<file path="config.mk">
export PLATFORM = sky130hd
export DESIGN_NAME = notification_attribute_parser
export DESIGN_NICKNAME = d
export VERILOG_FILES = /design/src/rtl/nap_pkg.sv /design/src/rtl/notification_attribute_parser.sv /design/src/rtl/nap_parser.sv /design/src/rtl/nap_out_buf.sv
export SDC_FILE = /design/constraint.sdc
export NUM_CORES = 1
export LEC_CHECK = 0
export BUFFER_PORTS_ARGS = -buffer_cell sky130_fd_sc_hd__buf_2
export CORE_ASPECT_RATIO = 0.6
export CORE_MARGIN = 3
export CORE_UTILIZATION = 60
export DETAILED_ROUTE_END_ITERATION = 12
export MAX_ROUTING_LAYER = met4
export PLACE_DENSITY = 0.91
export SLEW_MARGIN = 15
export SYNTH_ARGS = -nofsm -noshare
export SYNTH_HDL_FRONTEND = slang
export SYNTH_SLANG_ARGS = --single-unit
</file>
<file path="constraint.sdc">
create_clock -name aclk -period 4.69 [get_ports aclk]
set_input_delay 0.938 -clock aclk [delete_from_list [all_inputs] [get_ports aclk]]
set_output_delay 0.938 -clock aclk [all_outputs]
set_load 0.005 [all_outputs]
</file>
<file path="src/rtl/nap_pkg.sv">
// Shared types, constants and helper functions for the notification attribute parser.
package nap_pkg;

    localparam int BUFFER_BYTES = 256;
    localparam int OFF_W        = $clog2(BUFFER_BYTES) + 4;
    localparam int CFG_IDX_W    = 1;
    localparam int MAX_RESULTS  = 3;

    localparam logic [7:0] TITLE_LIMIT_RESET   = 8'd64;
    localparam logic [7:0] MESSAGE_LIMIT_RESET = 8'd164;

    localparam logic [CFG_IDX_W-1:0] REG_TITLE_LIMIT   = 1'b0;
    localparam logic [CFG_IDX_W-1:0] REG_MESSAGE_LIMIT = 1'b1;

    typedef enum logic [3:0] {
        PH_COMMAND = 4'd0,
        PH_ID1     = 4'd1,
        PH_ID2     = 4'd2,
        PH_ID3     = 4'd3,
        PH_ID4     = 4'd4,
        PH_ATTR_ID = 4'd5,
        PH_LEN_LO  = 4'd6,
        PH_LEN_HI  = 4'd7,
        PH_DATA    = 4'd8
    } phase_t;

    typedef enum logic [2:0] {
        KIND_WRITE     = 3'd0,
        KIND_TITLE_LEN = 3'd1,
        KIND_MSG_LEN   = 3'd2,
        KIND_DONE      = 3'd3,
        KIND_ERROR     = 3'd4
    } kind_t;

    typedef struct packed {
        kind_t      kind;
        logic [7:0] address;
        logic [7:0] value;
        logic       last;
    } result_t;

    typedef struct packed {
        logic [1:0]                   count;
        result_t [MAX_RESULTS-1:0]    res;
    } result_set_t;

    function automatic result_t make_result(input kind_t kind, input logic [7:0] address,
                                            input logic [7:0] value);
        result_t r;
        r.kind    = kind;
        r.address = address;
        r.value   = value;
        r.last    = 1'b0;
        return r;
    endfunction

    // Reduces a buffer offset modulo the buffer size by conditional subtraction.
    function automatic logic [7:0] wrap_addr(input logic [8:0] off);
        logic [OFF_W-1:0] v;
        logic [OFF_W-1:0] step;
        v = OFF_W'(off);
        for (int k = 3; k >= 0; k--) begin
            step = OFF_W'(BUFFER_BYTES) << k;
            if (v >= step) begin
                v = v - step;
            end
        end
        return v[7:0];
    endfunction

endpackage

</file>
<file path="src/rtl/notification_attribute_parser.sv">
// Top level of the notification attribute response parser.
//
//   Port group   Direction  Contents
//   s_*          in         one response byte, new-notification flag, end of packet
//   m_*          out        buffer writes, length reports, completion, length error
//   cfg_*        in         writes of the title and message length limits
//
// A byte enters an input register, the parser turns it into zero to three results in the
// next cycle and a result buffer sends them one per cycle while m_tready is high. A byte with
// at most one result sustains one transaction per cycle; a byte with two or three results
// holds the input while the buffer drains. Reset is synchronous and active low and
// returns the limits to 64 and 164. A stall on m_tready backs up into s_tready.
module notification_attribute_parser (
    input  logic                            aclk,
    input  logic                            aresetn,
    input  logic                            s_tvalid,
    output logic                            s_tready,
    input  logic [7:0]                      s_tdata,   // data_byte [7:0]
    input  logic                            s_tuser,   // action [0]
    input  logic                            s_tlast,
    output logic                            m_tvalid,
    input  logic                            m_tready,
    output logic [15:0]                     m_tdata,   // address [7:0], value [15:8]
    output logic [2:0]                      m_tuser,   // kind [2:0]
    output logic                            m_tlast,
    input  logic                            cfg_valid,
    output logic                            cfg_ready,
    input  logic [nap_pkg::CFG_IDX_W-1:0]   cfg_index,
    input  logic [7:0]                      cfg_data
);
    import nap_pkg::*;

    logic        in_valid_reg;
    logic        in_action_reg;
    logic [7:0]  in_byte_reg;
    logic        in_eop_reg;
    logic [7:0]  title_limit_reg;
    logic [7:0]  message_limit_reg;
    logic        take;
    logic        free;
    result_set_t results;

    assign cfg_ready = 1'b1;
    assign take      = in_valid_reg && ((results.count == 2'd0) || free);
    assign s_tready  = !in_valid_reg || take;

    always_ff @(posedge aclk) begin
        if (!aresetn) begin
            in_valid_reg <= 1'b0;
        end else if (s_tready) begin
            in_valid_reg <= s_tvalid;
        end
    end

    always_ff @(posedge aclk) begin
        if (s_tvalid && s_tready) begin
            in_action_reg <= s_tuser;
            in_byte_reg   <= s_tdata;
            in_eop_reg    <= s_tlast;
        end
    end

    always_ff @(posedge aclk) begin
        if (!aresetn) begin
            title_limit_reg   <= TITLE_LIMIT_RESET;
            message_limit_reg <= MESSAGE_LIMIT_RESET;
        end else if (cfg_valid && cfg_ready) begin
            unique case (cfg_index)
                REG_TITLE_LIMIT:   title_limit_reg   <= cfg_data;
                REG_MESSAGE_LIMIT: message_limit_reg <= cfg_data;
                default: ;
            endcase
        end
    end

    nap_parser u_parser (
        .aclk          (aclk),
        .aresetn       (aresetn),
        .take          (take),
        .in_action     (in_action_reg),
        .in_byte       (in_byte_reg),
        .in_eop        (in_eop_reg),
        .title_limit   (title_limit_reg),
        .message_limit (message_limit_reg),
        .results       (results)
    );

    nap_out_buf u_out_buf (
        .aclk     (aclk),
        .aresetn  (aresetn),
        .load     (take && (results.count != 2'd0)),
        .results  (results),
        .free     (free),
        .m_tvalid (m_tvalid),
        .m_tready (m_tready),
        .m_tdata  (m_tdata),
        .m_tuser  (m_tuser),
        .m_tlast  (m_tlast)
    );

endmodule

</file>
<file path="src/rtl/nap_parser.sv">
// Parse state machine that turns one response byte into up to three results.
module nap_parser (
    input  logic                 aclk,
    input  logic                 aresetn,
    input  logic                 take,
    input  logic                 in_action,
    input  logic [7:0]           in_byte,
    input  logic                 in_eop,
    input  logic [7:0]           title_limit,
    input  logic [7:0]           message_limit,
    output nap_pkg::result_set_t results
);
    import nap_pkg::*;

    phase_t     phase_reg, phase_next;
    logic       sel_reg, sel_next;
    logic       skip_reg, skip_next;
    logic [7:0] cur_len_reg, cur_len_next;
    logic [7:0] rcvd_reg, rcvd_next;
    logic [7:0] tsize_reg, tsize_next;

    always_ff @(posedge aclk) begin
        if (!aresetn) begin
            phase_reg   <= PH_COMMAND;
            sel_reg     <= 1'b0;
            skip_reg    <= 1'b0;
            cur_len_reg <= '0;
            rcvd_reg    <= '0;
            tsize_reg   <= '0;
        end else if (take) begin
            phase_reg   <= phase_next;
            sel_reg     <= sel_next;
            skip_reg    <= skip_next;
            cur_len_reg <= cur_len_next;
            rcvd_reg    <= rcvd_next;
            tsize_reg   <= tsize_next;
        end
    end

    always_comb begin
        logic [1:0] n;
        logic [7:0] base;
        logic [7:0] limit;
        logic       over;
        logic       finish;
        logic [7:0] fin_len;
        logic [7:0] rcvd_inc;

        phase_next   = phase_reg;
        sel_next     = sel_reg;
        skip_next    = skip_reg;
        cur_len_next = cur_len_reg;
        rcvd_next    = rcvd_reg;
        tsize_next   = tsize_reg;
        results      = '0;
        n            = 2'd0;
        base         = sel_reg ? tsize_reg : 8'd0;
        limit        = sel_reg ? message_limit : title_limit;
        over         = (in_byte != 8'd0) || (cur_len_reg > limit);
        finish       = 1'b0;
        fin_len      = cur_len_reg;
        rcvd_inc     = rcvd_reg + 8'd1;

        if (in_action) begin
            sel_next = 1'b0;
        end else if (skip_reg) begin
            if (in_eop) begin
                skip_next = 1'b0;
            end
        end else begin
            unique case (phase_reg)
                PH_ID1:     phase_next = PH_ID2;
                PH_ID2:     phase_next = PH_ID3;
                PH_ID3:     phase_next = PH_ID4;
                PH_ID4:     phase_next = PH_ATTR_ID;
                PH_ATTR_ID: phase_next = PH_LEN_LO;
                PH_LEN_LO: begin
                    cur_len_next = in_byte;
                    phase_next   = PH_LEN_HI;
                end
                PH_LEN_HI: begin
                    if (over) begin
                        results.res[n] = make_result(KIND_ERROR, 8'd0,
                                                     (in_byte != 8'd0) ? 8'hFF : cur_len_reg);
                        n          = n + 2'd1;
                        phase_next = PH_COMMAND;
                        sel_next   = 1'b0;
                        skip_next  = !in_eop;
                    end else begin
                        if (!sel_reg) begin
                            tsize_next     = cur_len_reg;
                            results.res[n] = make_result(KIND_TITLE_LEN, 8'd0, cur_len_reg);
                        end else begin
                            results.res[n] = make_result(KIND_MSG_LEN, 8'd0, cur_len_reg);
                        end
                        n         = n + 2'd1;
                        rcvd_next = 8'd0;
                        if (cur_len_reg == 8'd0) begin
                            finish = 1'b1;
                        end else begin
                            phase_next = PH_DATA;
                        end
                    end
                end
                PH_DATA: begin
                    results.res[n] = make_result(KIND_WRITE,
                                                 wrap_addr({1'b0, base} + {1'b0, rcvd_reg}),
                                                 in_byte);
                    n         = n + 2'd1;
                    rcvd_next = rcvd_inc;
                    if (rcvd_inc == cur_len_reg) begin
                        finish = 1'b1;
                    end
                end
                default: phase_next = PH_ID1;
            endcase

            if (finish) begin
                results.res[n] = make_result(KIND_WRITE,
                                             wrap_addr({1'b0, base} + {1'b0, fin_len}), 8'd0);
                n = n + 2'd1;
                if (!sel_reg) begin
                    sel_next   = 1'b1;
                    phase_next = PH_ATTR_ID;
                end else begin
                    results.res[n] = make_result(KIND_DONE, 8'd0, 8'd0);
                    n          = n + 2'd1;
                    phase_next = PH_COMMAND;
                    sel_next   = 1'b0;
                    skip_next  = !in_eop;
                end
            end
        end

        if (n != 2'd0) begin
            results.res[n - 2'd1].last = 1'b1;
        end
        results.count = n;
    end

endmodule

</file>
<file path="src/rtl/nap_out_buf.sv">
// Result buffer that holds the results of one transaction and sends them one per cycle while m_tready is high.
module nap_out_buf (
    input  logic                 aclk,
    input  logic                 aresetn,
    input  logic                 load,
    input  nap_pkg::result_set_t results,
    output logic                 free,
    output logic                 m_tvalid,
    input  logic                 m_tready,
    output logic [15:0]          m_tdata,   // address [7:0], value [15:8]
    output logic [2:0]           m_tuser,   // kind [2:0]
    output logic                 m_tlast
);
    import nap_pkg::*;

    result_t [MAX_RESULTS-1:0] ent_reg, ent_next;
    logic [1:0]                cnt_reg, cnt_next;
    logic                      pop;

    assign m_tvalid = (cnt_reg != 2'd0);
    assign pop      = m_tvalid && m_tready;
    assign free     = (cnt_reg == 2'd0) || ((cnt_reg == 2'd1) && m_tready);

    always_comb begin
        ent_next = ent_reg;
        cnt_next = cnt_reg;
        if (load) begin
            ent_next = results.res;
            cnt_next = results.count;
        end else if (pop) begin
            ent_next[0] = ent_reg[1];
            ent_next[1] = ent_reg[2];
            cnt_next    = cnt_reg - 2'd1;
        end
    end

    always_ff @(posedge aclk) begin
        if (!aresetn) begin
            cnt_reg <= '0;
        end else begin
            cnt_reg <= cnt_next;
        end
    end

    always_ff @(posedge aclk) begin
        ent_reg <= ent_next;
    end

    assign m_tdata = {ent_reg[0].value, ent_reg[0].address};
    assign m_tuser = ent_reg[0].kind;
    assign m_tlast = ent_reg[0].last;

endmodule

</file>
==> results.json <==
{
  "power.static_leakage_nw": 2.15,
  "cts_num_sinks": 91,
  "critical_path_required_ns": 3.75,
  "syn_area_um2": 5160,
  "route.vias.total": 4032,
  "r2r-end": "u_out_buf.m_tdata[11]$_SDFFCE_PP0P_",
  "core.rowCount": 25,
  "htree_num_levels": 3,
  "hold_violation_total_from_the_final_report": 0,
  "timing.critical_path.to_type": "primary output",
  "antenna_cells": 0,
  "cts_resized": 0,
  "max_ffs_per_register": 16,
  "timing.hold.worst_endpoint": "title_limit_reg[5]$_SDFFE_PN0P_",
  "worstHoldStart": "title_limit_reg[5]$_SDFFE_PN0P_",
  "synth-compound-area-share": 0.148,
  "async_reset_ff_frac": 0,
  "muxShareOfSynthArea": 0.0468,
  "wl_per_cell_um": 16.5,
  "post-synth-top-count-cell": "nand2_1",
  "status": "finished, final reports clean",
  "gp_congestion": 0.961,
  "initial_standard_cell_utilization_of_the_core": 0.638,
  "worstSetupStartpoint": "u_parser.phase_reg[3]$_SDFFE_PN0P_",
  "antenna_found_initial": 0,
  "synth.net_count": 604,
  "detail_routed_via_count_per_cell": 5.94,
  "unrepaired_setup_endpoints_after_global_routing": "no",
  "finalCriticalPeriod_ns": 4.47,
  "synth-adder-area-share": 0.0732,
  "reg2reg_setup_slack_ns": 0.61,
  "cts.hold.buffers_added": 0,
  "num-fill-cells": 633,
  "leading_area_contributor_after_synthesis": "edfxtp_1",
  "final.period_utilization": 0.953,
  "cts.root.buffer_cell": "clkbuf_16",
  "post_layout_nonfiller_instances": 679,
  "hold_depth": 2,
  "arrival_ns": 3.53,
  "crit_path_max_fanout": 11,
  "cts_buffer_depth": 2,
  "worstRegToRegCells": 9,
  "1st_iter_drt_viols": 332,
  "grt_pass1_vias": 3829,
  "cts-buffers-inserted": 9,
  "register_area_um2": 2240,
  "slew-limit-headroom": 0.299,
  "syn_inst": 551,
  "drt-pass1-iter-count": 5,
  "post_route_cells_drive_above_1_share": 0.135,
  "port_buffer_count": 45,
  "synth_enable_flop_cells": 42,
  "grt_util_all_layers": 0.244,
  "rr_startpoint": "u_parser.phase_reg[3]$_SDFFE_PN0P_",
  "antenna_violating_nets_post_route": 0,
  "synth.distinct_cells": 59,
  "setup-violations-final": 0,
  "fmaxAchievable_ghz": 0.224,
  "max_slew.worst_pin.slew_ns": 1.05,
  "yosys_most_used_dff": "dfxtp_1",
  "seq_area_frac_synth": 0.434,
  "powerDensity_nw_per_um2": 306,
  "multi_input_area_um2": 2610,
  "synth_top_cell_area_share": 0.244,
  "synth.area.top_cells": "edfxtp_1 24%, dfxtp_1 19%, nand2_1 6.8%",
  "synth-simple-area-share": 0.192,
  "syn-mean-instance-area_um2": 9.37,
  "synthXorXnorAreaFrac": 0.0441,
  "die-height_um": 77.9,
  "grt_pass1_wl_um": 18600,
  "numPlacedInstances": 663,
  "clk_pin_slew_ns": 0.07,
  "grt.overflow.total": 0,
  "cap_viol_max_count": 0,
  "peakVddDrop_mv": 0.268,
  "yosys_warning_total": 0,
  "dp_hpwl_um": 8090,
  "totalNegativeSetupSlack_ns": 0,
  "syn_to_final_growth_pct": 8.24,
  "synth.ff_latch_count": 91,
  "setup.worst_path.class": "flip-flop to primary output",
  "grt_max_degree": 61,
  "clock_latency_ns": 0.35,
  "design.final.nets": 619,
  "pin_count": 47,
  "wirelength_um": 11200,
  "cp-start-kind": "flip-flop",
  "post_cts_setup_buffer_count": 0,
  "dominant_combinational_cell_family_by_area_after_synthesis": "simple AND/OR/NAND/NOR gates",
  "yosys-top-cells-count": "93 x nand2_1, 49 x dfxtp_1, 42 x edfxtp_1",
  "core_area_um2": 8100,
  "die_width_um": 126,
  "remaining_drcs": 0,
  "tritoncts": "done",
  "fin_worst_skew_ns": 0.00803,
  "design.die.area_um2": 9790,
  "final_max_slew_viol_count": 0,
  "min_path_type": "flip-flop to flip-flop"
}
kinds of logic (layout without fill, tap and decap cells):
kind of cell	Yosys count	after routing
other cells	1	1
fa+ha+maj	29	29
flops	91	91
buf+inv	60	80
mux	24	24
simple gates	206	206
xor+xnor	26	26
compound gates	114	114
how the worst max path moves through the flow:
stage / endpoint / slack, ns / cells after the start
after floorplan: s_tready / 0.74 / 12
after global placement: s_tready / 0.83 / 8
after detailed placement: s_tready / 0.61 / 10
after CTS: s_tready / 0.22 / 10
after global routing: s_tready / 0.0009 / 10
final: s_tready / 0.22 / 8
report_power, final:
| part | internal [W] | switching [W] | total, W |
|---|---|---|---|
| logic | 0.0000464 | 0.0000686 | 0.000115 |
| clock network | 0.000394 | 0.000310 | 0.000703 |
| registers | 0.000873 | 0.0000199 | 0.000892 |
through the flow:
step	setup slack, ns	power (W)	hold slack [ns]	area (µm²)	utilization
floorplan	0.736	0.000994	0.440	5160	-
global placement	0.834	0.00102	0.459	5300	0.654
detailed placement	0.612	0.00103	0.461	5300	0.654
CTS	0.218	0.00172	0.470	5590	0.690
global route	0.000948	0.00178	0.492	5590	0.690
finish	0.219	0.00171	0.468	5590	0.690
layout make-up:
type,instances,area share
Tap cell,108,0.0242
Sequential cell,91,0.401
Clock inverter,5,0.00761
Clock buffer,11,0.0452
Multi-Input combinational cell,400,0.466
Timing Repair Buffer,49,0.0457
Inverter,15,0.0101
layout by cell type, fill, tap and decap left out, types with 5 or more instances in the layout:
cell       instances
a21boi_0          16
a21o_1             6
a21oi_1           28
and2_1            10
buf_2             45
clkbuf_16          9
dfxtp_1           49
edfxtp_1          42
ha_1              27
inv_1             15
mux2i_1           23
nand2_1           93
nand2b_1           5
nand3_1           10
nand4_1            5
nor2_1            37
nor2b_1           14
nor4_1             6
o211ai_1           5
o21a_1             5
o21ai_0           22
o31ai_1           11
or3_1              5
xnor2_1           19
xor2_1             7
worst max-delay path, stage by stage (launching register included):
cell and delay (ns):
dfxtp_1 0.47, or4b_1 0.73, nor3_1 0.29, o2111ai_1 0.20
o31a_1 0.45, or3_1 0.39, a21oi_1 0.37, nand2_1 0.14
buf_2 0.15
layer usage:
metal / track usage / part of all wire
met1: 0.332 / 0.45
met3: 0.0681 / 0.091
met2: 0.359 / 0.45
met5: - / 0
met4: 0.0717 / 0.013
Note: power is estimated with default switching activity, not from simulation.
